--- config.mk ---
export PLATFORM = sky130hd
export DESIGN_NAME = led_pixel_output_formatter_unit
export DESIGN_NICKNAME = d
export VERILOG_FILES = /design/src/rtl/lpof_pkg.sv /design/src/rtl/lpof_front.sv /design/src/rtl/lpof_queue.sv /design/src/rtl/lpof_back.sv /design/src/rtl/led_pixel_output_formatter_unit.sv
export VERILOG_INCLUDE_DIRS = /design/src /design/src/rtl
export SDC_FILE = /design/constraint.sdc
export NUM_CORES = 1
export LEC_CHECK = 0
export BUFFER_PORTS_ARGS = -buffer_cell sky130_fd_sc_hd__buf_2
export CAP_MARGIN = 15
export CORE_MARGIN = 2
export CORE_UTILIZATION = 46
export CTS_BUF_LIST = sky130_fd_sc_hd__clkbuf_2
export DETAILED_ROUTE_END_ITERATION = 12
export GPL_TIMING_DRIVEN = 0
export PLACE_DENSITY = 0.72
export SYNTH_ARGS = -nofsm -noshare
export SYNTH_HDL_FRONTEND = slang
export SYNTH_SLANG_ARGS = --single-unit
--- constraint.sdc ---
create_clock -name clock -period 8.3 [get_ports clock]
set_input_delay 0.83 -clock clock [delete_from_list [all_inputs] [get_ports clock]]
set_output_delay 0.83 -clock clock [all_outputs]
set_load 0.05 [all_outputs]
--- src/rtl/led_pixel_output_formatter_unit_assert.svh ---
// Assertion macros shared by the formatter modules.
`ifndef LED_PIXEL_OUTPUT_FORMATTER_UNIT_ASSERT_SVH
`define LED_PIXEL_OUTPUT_FORMATTER_UNIT_ASSERT_SVH

// Check a condition at every clock edge outside reset.
`define LPOF_ASSERT_ALWAYS(label, clk, rst, expr) \
   label: assert property (@(posedge clk) disable iff (rst) (expr)) \
      else $error("lpof: invariant violated");

// Check a consequence in the same cycle.
`define LPOF_ASSERT_IMPLIES(label, clk, rst, ante, cons) \
   label: assert property (@(posedge clk) disable iff (rst) (ante) |-> (cons)) \
      else $error("lpof: same-cycle implication violated");

// Check a consequence in the following cycle.
`define LPOF_ASSERT_NEXT(label, clk, rst, ante, cons) \
   label: assert property (@(posedge clk) disable iff (rst) (ante) |=> (cons)) \
      else $error("lpof: next-cycle implication violated");

`endif

--- src/rtl/lpof_pkg.sv ---
package lpof_pkg;

   // Queue depth between front and back
   localparam int unsigned LPOF_QUEUE_DEPTH = 2;

   // Register indexes of the configuration port
   localparam logic [3:0] LPOF_REG_CURVE_ENABLE     = 4'd0;
   localparam logic [3:0] LPOF_REG_BRIGHTNESS_LEVEL = 4'd1;
   localparam logic [3:0] LPOF_REG_CHANNEL_ORDER    = 4'd2;
   localparam logic [3:0] LPOF_REG_BYTES_PER_PIXEL  = 4'd3;

   // Reset values of the registers
   localparam logic       LPOF_RST_CURVE_ENABLE     = 1'b0;
   localparam logic [8:0] LPOF_RST_BRIGHTNESS_LEVEL = 9'd256;
   localparam logic [7:0] LPOF_RST_CHANNEL_ORDER    = 8'd33;
   localparam logic [2:0] LPOF_RST_BYTES_PER_PIXEL  = 3'd3;

   // Last byte index of a pixel for 3 and 4 byte strips
   localparam logic [1:0] LPOF_LAST_IDX_RGB  = 2'd2;
   localparam logic [1:0] LPOF_LAST_IDX_RGBW = 2'd3;

   // Divisor of the quadratic curve
   localparam int CURVE_DIV = 254;

   typedef logic [7:0] curve_table_type [256];

   typedef struct packed {
      logic       curve_enable;
      logic [8:0] brightness_level;
      logic [7:0] channel_order;
      logic [2:0] bytes_per_pixel;
   } lpof_cfg_type;

   // One pixel after curve, scaling and reordering
   typedef struct packed {
      logic [3:0][7:0] byte_list;
      logic [1:0]      last_index;
      logic            end_of_strip;
   } lpof_entry_type;

   // Build the curve table at elaboration: 0 stays 0, else 1 + (v-1)^2/254
   function automatic curve_table_type build_curve();
      curve_table_type tab;
      int d;
      tab[0] = 8'd0;
      for (int i = 1; i < 256; i++) begin
         d = i - 1;
         tab[i] = 8'(1 + (d * d) / CURVE_DIV);
      end
      return tab;
   endfunction

   localparam curve_table_type CURVE_TABLE = build_curve();

   // Scale by level/256; level of 256 and above passes the value through
   function automatic logic [7:0] lpof_scale(input logic [7:0] v, input logic [8:0] level);
      logic [15:0] prod;
      prod = v * level[7:0];
      return level[8] ? v : prod[15:8];
   endfunction

endpackage

--- src/rtl/lpof_front.sv ---
module lpof_front (
   input  logic                    clock,
   input  logic                    reset,
   input  lpof_pkg::lpof_cfg_type  cfg,
   input  logic                    req_valid,
   output logic                    req_ready,
   input  logic [7:0]              req_red,
   input  logic [7:0]              req_green,
   input  logic [7:0]              req_blue,
   input  logic                    req_end_of_strip,
   output logic                    q_wr_valid,
   input  logic                    q_wr_ready,
   output lpof_pkg::lpof_entry_type q_wr_entry
);
   import lpof_pkg::*;

   logic           valid_ff, valid_in;
   lpof_entry_type entry_ff, entry_in;
   logic [7:0]     raw  [3];
   logic [7:0]     src  [4];
   logic           accept;

   // Take a new pixel whenever the stage is empty or drains this cycle
   assign req_ready  = !valid_ff || q_wr_ready;
   assign accept     = req_valid && req_ready;
   assign q_wr_valid = valid_ff;
   assign q_wr_entry = entry_ff;

   // Apply curve and brightness, then pick bytes by order slot
   always_comb begin
      raw[0] = req_red;
      raw[1] = req_green;
      raw[2] = req_blue;
      for (int c = 0; c < 3; c++) begin
         src[c] = lpof_scale(cfg.curve_enable ? CURVE_TABLE[raw[c]] : raw[c],
                             cfg.brightness_level);
      end
      src[3] = 8'd0;
      for (int k = 0; k < 4; k++) begin
         entry_in.byte_list[k] = src[cfg.channel_order[2*k +: 2]];
      end
      entry_in.last_index   = cfg.bytes_per_pixel[2] ? LPOF_LAST_IDX_RGBW
                                                     : LPOF_LAST_IDX_RGB;
      entry_in.end_of_strip = req_end_of_strip;
   end

   // Hold the pixel until the queue takes it
   assign valid_in = accept ? 1'b1 : (q_wr_ready ? 1'b0 : valid_ff);

   always_ff @(posedge clock) begin
      if (reset) begin
         valid_ff <= 1'b0;
      end else begin
         valid_ff <= valid_in;
      end
   end

   always_ff @(posedge clock) begin
      if (accept) begin
         entry_ff <= entry_in;
      end
   end

endmodule

--- src/rtl/lpof_queue.sv ---
`include "led_pixel_output_formatter_unit_assert.svh"

module lpof_queue #(
   parameter int unsigned DEPTH = lpof_pkg::LPOF_QUEUE_DEPTH
) (
   input  logic                     clock,
   input  logic                     reset,
   input  logic                     wr_valid,
   output logic                     wr_ready,
   input  lpof_pkg::lpof_entry_type wr_entry,
   output logic                     rd_valid,
   input  logic                     rd_ready,
   output lpof_pkg::lpof_entry_type rd_entry
);
   import lpof_pkg::*;

   localparam int unsigned PTR_W = $clog2(DEPTH);
   localparam int unsigned CNT_W = $clog2(DEPTH + 1);

   lpof_entry_type   entries_ff [DEPTH];
   logic [PTR_W-1:0] wr_ptr_ff, wr_ptr_in;
   logic [PTR_W-1:0] rd_ptr_ff, rd_ptr_in;
   logic [CNT_W-1:0] count_ff, count_in;
   logic             push, pop;

   assign wr_ready = count_ff != CNT_W'(DEPTH);
   assign rd_valid = count_ff != '0;
   assign rd_entry = entries_ff[rd_ptr_ff];
   assign push     = wr_valid && wr_ready;
   assign pop      = rd_valid && rd_ready;

   // Advance pointers with wrap at the depth
   always_comb begin
      wr_ptr_in = wr_ptr_ff;
      rd_ptr_in = rd_ptr_ff;
      if (push) begin
         wr_ptr_in = (wr_ptr_ff == PTR_W'(DEPTH - 1)) ? '0 : wr_ptr_ff + 1'b1;
      end
      if (pop) begin
         rd_ptr_in = (rd_ptr_ff == PTR_W'(DEPTH - 1)) ? '0 : rd_ptr_ff + 1'b1;
      end
      case ({push, pop})
         2'b10:   count_in = count_ff + 1'b1;
         2'b01:   count_in = count_ff - 1'b1;
         default: count_in = count_ff;
      endcase
   end

   always_ff @(posedge clock) begin
      if (reset) begin
         wr_ptr_ff <= '0;
         rd_ptr_ff <= '0;
         count_ff  <= '0;
      end else begin
         wr_ptr_ff <= wr_ptr_in;
         rd_ptr_ff <= rd_ptr_in;
         count_ff  <= count_in;
      end
   end

   // Store the written pixel
   always_ff @(posedge clock) begin
      if (push) begin
         entries_ff[wr_ptr_ff] <= wr_entry;
      end
   end

   `LPOF_ASSERT_ALWAYS(a_count_bound, clock, reset, count_ff <= CNT_W'(DEPTH))
   `LPOF_ASSERT_NEXT(a_push_grows, clock, reset, push && !pop, count_ff == $past(count_ff) + 1'b1)
   `LPOF_ASSERT_NEXT(a_pop_shrinks, clock, reset, pop && !push, count_ff == $past(count_ff) - 1'b1)

endmodule

--- src/rtl/lpof_back.sv ---
`include "led_pixel_output_formatter_unit_assert.svh"

module lpof_back (
   input  logic                     clock,
   input  logic                     reset,
   input  logic                     q_rd_valid,
   output logic                     q_rd_ready,
   input  lpof_pkg::lpof_entry_type q_rd_entry,
   output logic                     rsp_valid,
   input  logic                     rsp_ready,
   output logic [7:0]               rsp_out_byte,
   output logic                     rsp_pixel_done,
   output logic                     rsp_strip_done
);
   import lpof_pkg::*;

   logic [1:0] idx_ff, idx_in;
   logic       valid_ff, valid_in;
   logic [7:0] byte_ff;
   logic       pixel_done_ff;
   logic       strip_done_ff;
   logic       load, last;

   // Load the output register when it is empty or being taken
   assign load       = q_rd_valid && (!valid_ff || rsp_ready);
   assign last       = idx_ff == q_rd_entry.last_index;
   assign q_rd_ready = load && last;

   assign idx_in   = load ? (last ? 2'd0 : idx_ff + 2'd1) : idx_ff;
   assign valid_in = load ? 1'b1 : (rsp_ready ? 1'b0 : valid_ff);

   always_ff @(posedge clock) begin
      if (reset) begin
         idx_ff   <= 2'd0;
         valid_ff <= 1'b0;
      end else begin
         idx_ff   <= idx_in;
         valid_ff <= valid_in;
      end
   end

   // Capture the next byte and its flags
   always_ff @(posedge clock) begin
      if (load) begin
         byte_ff       <= q_rd_entry.byte_list[idx_ff];
         pixel_done_ff <= last;
         strip_done_ff <= last && q_rd_entry.end_of_strip;
      end
   end

   assign rsp_valid      = valid_ff;
   assign rsp_out_byte   = byte_ff;
   assign rsp_pixel_done = pixel_done_ff;
   assign rsp_strip_done = strip_done_ff;

   `LPOF_ASSERT_IMPLIES(a_strip_has_pixel, clock, reset, valid_ff && strip_done_ff, pixel_done_ff)
   `LPOF_ASSERT_IMPLIES(a_pop_on_last, clock, reset, q_rd_valid && q_rd_ready, idx_ff == q_rd_entry.last_index)
   `LPOF_ASSERT_NEXT(a_idx_restart, clock, reset, q_rd_valid && q_rd_ready, idx_ff == 2'd0)

endmodule

--- src/rtl/led_pixel_output_formatter_unit.sv ---
// LED pixel output formatter.
// Input channel (req_*): one RGB pixel per item plus an end-of-strip flag.
// Result channel (rsp_*): one strip byte per item, 3 or 4 per pixel in the
// configured channel order; rsp_pixel_done marks a pixel's last byte and
// rsp_strip_done the last byte of the strip's final pixel.
// Config channel (csr_*): always ready; index 0 curve enable, 1 brightness,
// 2 channel order, 3 bytes per pixel; other indexes are ignored. Write it
// only while no pixel is in flight.
// An accepted pixel is registered in the front stage, then in a queue entry,
// and its first byte then in the output register.
// Throughput: one byte per cycle while rsp_ready stays high, from the
// single output register of the byte emitter. A two-entry queue lets the
// front take new pixels while bytes are still going out.
// Reset: registers return to curve off, brightness 256 (no scaling), order
// G,R,B and 3 bytes per pixel; all queued pixels are dropped.
// Stall: with rsp_ready low the current byte holds; the queue and front
// stage fill, then req_ready drops.
module led_pixel_output_formatter_unit #(
   parameter int unsigned QUEUE_DEPTH = lpof_pkg::LPOF_QUEUE_DEPTH
) (
   input  logic       clock,
   input  logic       reset,
   input  logic       req_valid,
   output logic       req_ready,
   input  logic [7:0] req_red,
   input  logic [7:0] req_green,
   input  logic [7:0] req_blue,
   input  logic       req_end_of_strip,
   output logic       rsp_valid,
   input  logic       rsp_ready,
   output logic [7:0] rsp_out_byte,
   output logic       rsp_pixel_done,
   output logic       rsp_strip_done,
   input  logic       csr_valid,
   output logic       csr_ready,
   input  logic [3:0] csr_index,
   input  logic [8:0] csr_data
);
   import lpof_pkg::*;

   lpof_cfg_type   cfg_ff, cfg_in;
   logic           q_wr_valid, q_wr_ready;
   lpof_entry_type q_wr_entry;
   logic           q_rd_valid, q_rd_ready;
   lpof_entry_type q_rd_entry;

   assign csr_ready = 1'b1;

   // Decode register writes
   always_comb begin
      cfg_in = cfg_ff;
      if (csr_valid) begin
         unique case (csr_index)
            LPOF_REG_CURVE_ENABLE:     cfg_in.curve_enable     = csr_data[0];
            LPOF_REG_BRIGHTNESS_LEVEL: cfg_in.brightness_level = csr_data;
            LPOF_REG_CHANNEL_ORDER:    cfg_in.channel_order    = csr_data[7:0];
            LPOF_REG_BYTES_PER_PIXEL:  cfg_in.bytes_per_pixel  = csr_data[2:0];
            default:                   cfg_in = cfg_ff;
         endcase
      end
   end

   always_ff @(posedge clock) begin
      if (reset) begin
         cfg_ff.curve_enable     <= LPOF_RST_CURVE_ENABLE;
         cfg_ff.brightness_level <= LPOF_RST_BRIGHTNESS_LEVEL;
         cfg_ff.channel_order    <= LPOF_RST_CHANNEL_ORDER;
         cfg_ff.bytes_per_pixel  <= LPOF_RST_BYTES_PER_PIXEL;
      end else begin
         cfg_ff <= cfg_in;
      end
   end

   lpof_front u_front (
      .clock            (clock),
      .reset            (reset),
      .cfg              (cfg_ff),
      .req_valid        (req_valid),
      .req_ready        (req_ready),
      .req_red          (req_red),
      .req_green        (req_green),
      .req_blue         (req_blue),
      .req_end_of_strip (req_end_of_strip),
      .q_wr_valid       (q_wr_valid),
      .q_wr_ready       (q_wr_ready),
      .q_wr_entry       (q_wr_entry)
   );

   lpof_queue #(
      .DEPTH (QUEUE_DEPTH)
   ) u_queue (
      .clock    (clock),
      .reset    (reset),
      .wr_valid (q_wr_valid),
      .wr_ready (q_wr_ready),
      .wr_entry (q_wr_entry),
      .rd_valid (q_rd_valid),
      .rd_ready (q_rd_ready),
      .rd_entry (q_rd_entry)
   );

   lpof_back u_back (
      .clock          (clock),
      .reset          (reset),
      .q_rd_valid     (q_rd_valid),
      .q_rd_ready     (q_rd_ready),
      .q_rd_entry     (q_rd_entry),
      .rsp_valid      (rsp_valid),
      .rsp_ready      (rsp_ready),
      .rsp_out_byte   (rsp_out_byte),
      .rsp_pixel_done (rsp_pixel_done),
      .rsp_strip_done (rsp_strip_done)
   );

endmodule
* Word-level counts from Yosys, hierarchy flattened
Memory sizes are Yosys's and may differ from the RTL's. A register that Yosys moved wholly into a read port is not among the register bits. Index checks and enable logic that the tools add are counted.
Storage, ports and cells: register bits after elaboration 74, memory bits (writable) 70, ROM bits 6144, input port bits 43, output and inout bits 13, word-level logic and storage cells 111, memories 4
Operators by class: $add $sub $neg 5, $mul 3, order comparisons 8, equal/unequal tests 7, mux-type cells 39, bitwise logic cells 7, reductions and logical operators 19
Memories:
- (name not given) | depth 256, bits a word 8, read ports 1, clocked after memory_dff 0, wr ports 0, line lpof_front.sv:35 | src[c] = lpof_scale(cfg.curve_enable ? CURVE_TABLE[raw[c]] : raw[c],
- (name not given) | depth 256, bits a word 8, read ports 1, clocked after memory_dff 0, wr ports 0, line lpof_front.sv:35
- (name not given) | depth 256, bits a word 8, read ports 1, clocked after memory_dff 0, wr ports 0, line lpof_front.sv:35
- u_queue.entries_ff | depth 2, bits a word 35, read ports 1, clocked after memory_dff 1, wr ports 1, line lpof_queue.sv:20 | lpof_entry_type entries_ff [DEPTH];
Operators by type and width (count):
- two-way mux 8 bit | 21
- binary-select mux 8 bit (select 2 bit) | 5
- multiplier 8 x 8 -> 16 bit | 3
- >= comparator 9 bit, second input constant | 3
- inverter 8 -> 9 bit | 3
- >= comparator 3 bit, second input constant | 4
- inverter 2 -> 3 bit | 4
- two-way mux 1 bit | 11
- equality test 4 x 2 -> 1 bit, second input constant | 2
- AND reduction 2 bit | 4
- nonzero test 2 bit | 4
- logical AND 1 bit | 6
- adder 2 x 1 -> 2 bit, second input constant | 2
- equality test 4 x 1 -> 1 bit, second input constant | 1
- zero test 4 bit | 1
- one-hot mux 2 bit (2 select lines) | 1
- < comparator 2 x 3 -> 1 bit, second input constant | 1
- adder 1 bit, second input constant | 2
- equality test 2 x 1 -> 1 bit, second input constant | 1
- equality test 2 bit | 1
- equality test 2 bit, second input constant | 1
- zero test 1 bit | 2
- logical OR 1 bit | 2
- two-way mux 2 bit | 1
- other kinds (2) | 2

* Longest topological paths before layout
depth after elaboration 10, mapped depth 33

* Hierarchy
Synthesis repeated with hierarchy kept, for this count alone.
Unflattened totals: cells, all modules 2124, area, all modules 18746.7 sq um
By module, submodules not included:
- lpof_front | instances 1, cells each 1860, area an instance 14393.8 sq um, sequential area each 1041.0 sq um
- lpof_queue | instances 1, cells each 133, area an instance 2738.9 sq um, sequential area each 2202.1 sq um
- led_pixel_output_formatter_unit | instances 1, cells each 88, area an instance 907.1 sq um, sequential area each 420.4 sq um
- lpof_back | instances 1, cells each 43, area an instance 706.9 sq um, sequential area each 360.3 sq um

* Least setup slack after synthesis
Ideal clock, no wire load.
path type in2reg, start input req_green[1], end register u_front.entry_ff (netlist bit u_front.q_wr_entry[14]) (data pin), library setup time 254 ps, data arrival time 7123 ps, data required time 8046 ps, slack 923 ps, stages 31, path buffers 3, cell sequence clkbuf_1 > buf_2 > inv_1 > ha_1 > clkbuf_1 > nand2_1 > a21oi_1 > a21oi_1 > mux4_2 > mux2i_1 > nand2_1 > o21ai_0 > a21oi_1 > and2_1 > fa_1 > inv_1 > fa_1 > fa_1 > inv_1 > fa_1 > ha_1 > nor2b_1 > o21ai_0 > nand2b_1 > a21o_1 > a32oi_2 > a21oi_2 > or3_1 > a31oi_1 > o22ai_1 > a21o_1
RTL lines:
- start: declaration | line led_pixel_output_formatter_unit.sv:26 | input logic [7:0] req_green,
- end signal: assignment | line lpof_front.sv:60 | entry_ff <= entry_in;
- end: declaration | line lpof_front.sv:18 | lpof_entry_type entry_ff, entry_in;

==> out/qor.txt <==
status: completed
GPL Wtd Cong: 0.965
Netlist cell types: 100
max-slew violations: 0
Psw: 0.611 mW
DR WL/cell: 19.8 um
crit path kind: primary input to register
setup TNS: 0 ns
Async SR Flop Fraction: 0%
number of enable flip-flop cells after synthesis: 112
Reg power frac: 46.1%
synth top area cells: edfxtp_1 (19%), fa_1 (12%), ha_1 (9.0%)
total gr overflow: 0
Max stage delay on crit path: 0.66 ns
power per cell area: 95.5 nW/um^2
TritonCTS Sinks: 140
Synth top area share: 19.4%
fin cells: 2,559
initial drt markers: 1,589
Int Pwr: 1.16 mW
Hold Crit Class: primary input to register
share of layout cells above drive strength 1: 11.4%
peak supply drop: 0.0753 mV
fin crit share: 95.6%
initial antenna violation count: 1
Mapped Cells: 1,965
worst path arrival time: 8.38 ns
clock share of power: 23.9%
Worst Path Required: 8.75 ns
vias per inst: 6.13
Top FF cell, synth: edfxtp_1
root buffer cell: clkbuf_2
Detail Route Antenna Nets: 0
Mapped Nets: 2,237
I/O pin cnt: 56
startpoint types: primary input
Synth-to-Final Area Change: 7.21%
DP Cell Count: 2,524
num rows: 71
DIE WIDTH: 198 um
Comb pwr share: 30.0%
most frequent CP cell: fa_1
mean post-synth cell area: 8.81 um^2
register area share after synthesis: 22.7%
Fmax: 126 MHz
DR DRC count: 0
largest net degree at the start of global routing: 35
unrepaired setup endpoints after global routing: no
Die ar.: 39,200 um^2
drt total wl: 50,700 um
pre-CTS setup slack: -0.850 ns
critical path peak fanout: 12
CTS tree: built
Lkg Pwr: 7.96 nW
Max-slew headroom: 23.3%
sw frac: 34.5%
slowest CP cell: a2111oi_1
vias in the first global route: 15,000
gr usage total: 25.8%
# H-tree levels: 4
measured slew at the worst slew-check pin: 1.15 ns
final setup vio count: 0
deepest clock path buffer count: 2
Worst-Skew Late Latency: 0.68 ns
most frequent cells after synthesis: inv_1 (155), nand2_1 (143), nor2_1 (129)
final core utilization: 49.6%
first-pass GRT wire length: 80,700 um
initial core utilization: 46.3%
Inserted Clock Buffers: 17
hpwl dp: 38,500 um
CTS clk-pin slew, worst paths: 0.21 ns
min setup slack post-route: 0.369 ns
Nets: 2,306
Cell Area, Synth: 17,300 um^2
Hold Vio Cnt, Final: 0
Synth area leader: edfxtp_1
IO buf count: 47
most common cell in the netlist: inv_1
Clock Skews: 0.0277 ns
Tmin final: 7.93 ns
Core Region: 37,400 um^2
worst path cell trace: buf_2 -> clkinv_1 -> ha_1 -> buf_2 -> clkbuf_1 -> mux2i_1 -> mux2i_1 -> o311ai_0 -> a2111oi_1 -> nor3_2 -> nand2_1 -> fa_1 -> fa_1 -> inv_1 -> fa_1 -> fa_1 -> ha_1 -> or4_1 -> a31oi_2 -> o31ai_4 -> a2111oi_2 -> nor3_1 -> o311ai_1 -> o211ai_1
DRT Pass-1 Iters: 6
Ys Warns: 0
Die Height: 198 um
Setup crit end kind: register
max-cap viol count: 0
Yosys reg bits: 140
via count: 15,700
metrics by stage:
step	cell area, um^2	power, mW	hold WS [ns]
2_1_floorplan	17300	1.19	0.408
3_3_place_gp	18200	1.34	0.424
3_5_place_dp	18200	1.35	0.434
4_1_cts	18500	1.77	0.267
5_1_grt	18600	1.86	0.230
6_report	18600	1.77	0.309
layer usage:
layer	share of wire, %	global-route usage [%]	vias to the layer above
li1	-	-	7156
met1	43	35.2	7623
met2	47	43.1	797
met3	7.9	3.15	107
met4	2.4	7.21	0
met5	0	0	-
cells by family (layout without fill, tap and decap cells):
logic type	Yosys count	count (layout)	share of synthesized area (%)
muxes	95	95	7.35
xor gates and xnor gates	26	26	1.36
other	1	2	0.0217
AOI/OAI and AO/OA	494	494	19.8
adders and majority gates	230	230	21.2
and+or+nand+nor	663	663	20.2
DFF	140	140	22.7
buffers and inverters	316	398	7.53
cells in the final DEF, fill, tap and decap left out, drive strengths merged, types with 28 or more instances in the layout:
master,count
buf,120
o21ai,104
a31oi,28
nor2,130
dfxtp,28
ha,124
clkbuf,99
o211ai,29
nor2b,77
nand2,143
inv,161
fa,105
nand2b,52
edfxtp,112
and2,129
mux2i,54
nor3,30
a21oi,95
critical path, delay by kind of cell:
kind | cells | cell delay [ns]
and+or+nand+nor | 4 | 1.05
adders and majority gates | 6 | 2.52
muxes | 2 | 0.39
buffers and inverters | 5 | 1.37
AOI/OAI and AO/OA | 7 | 2.21
state kept, by name (all words and copies together) (netlist names), named ones only:
| signal | count |
|---|---|
| u_queue.entries_ff | 68 |
| u_front.q_wr_entry | 34 |
| cfg_ff | 19 |
| u_back.rsp_out_byte | 8 |
| u_back.idx_ff | 2 |
| u_queue.count_ff | 2 |
| u_back.rsp_pixel_done | 1 |
| u_back.rsp_strip_done | 1 |
| u_back.rsp_valid | 1 |
| u_front.q_wr_valid | 1 |
| u_queue.rd_ptr_ff | 1 |
| u_queue.wr_ptr_ff | 1 |
timing repair:
action | in CTS | in global routing
pin swaps | 0 | 1
setup buffers | 0 | 2
hold buffers | 0 | 0
gates resized for setup | 3 | 11
setup endpoints to repair | 5 | 24
power groups by stage:
stage | Clock, mW | Combinational, mW | Sequential, mW
6_report | 0.423 | 0.533 | 0.818
5_1_grt | 0.461 | 0.574 | 0.822
4_1_cts | 0.431 | 0.516 | 0.818
3_5_place_dp | 0 | 0.513 | 0.834
3_3_place_gp | 0 | 0.508 | 0.832
2_1_floorplan | 0 | 0.347 | 0.845
final timing paths:
check | cells after the start | slack (ns) | from | endpoint
max | 24 | 0.37 | req_red[1] | u_front.q_wr_entry[10]$_DFFE_PP_
min reg2reg | 0 | 0.47 | u_front.q_wr_entry[15]$_DFFE_PP_ | u_queue.entries_ff[1][14]$_DFFE_PP_
max reg2reg | 21 | 0.45 | cfg_ff[20]$_SDFFE_PP0P_ | u_front.q_wr_entry[25]$_DFFE_PP_
min | 1 | 0.31 | req_end_of_strip | u_front.q_wr_entry[0]$_DFFE_PP_
final cells by class:
class,instances,area (um^2)
well taps,511,639
multi-input cells,1509,12100
clock inverters,15,184
diodes,1,2.50
plain buffers,151,688
flip-flops and latches,140,3920
inverters,164,616
repair buffers,51,278
fillers,3518,18800
clock buffers,17,85.1
Note: power is estimated with default switching activity, not from simulation.
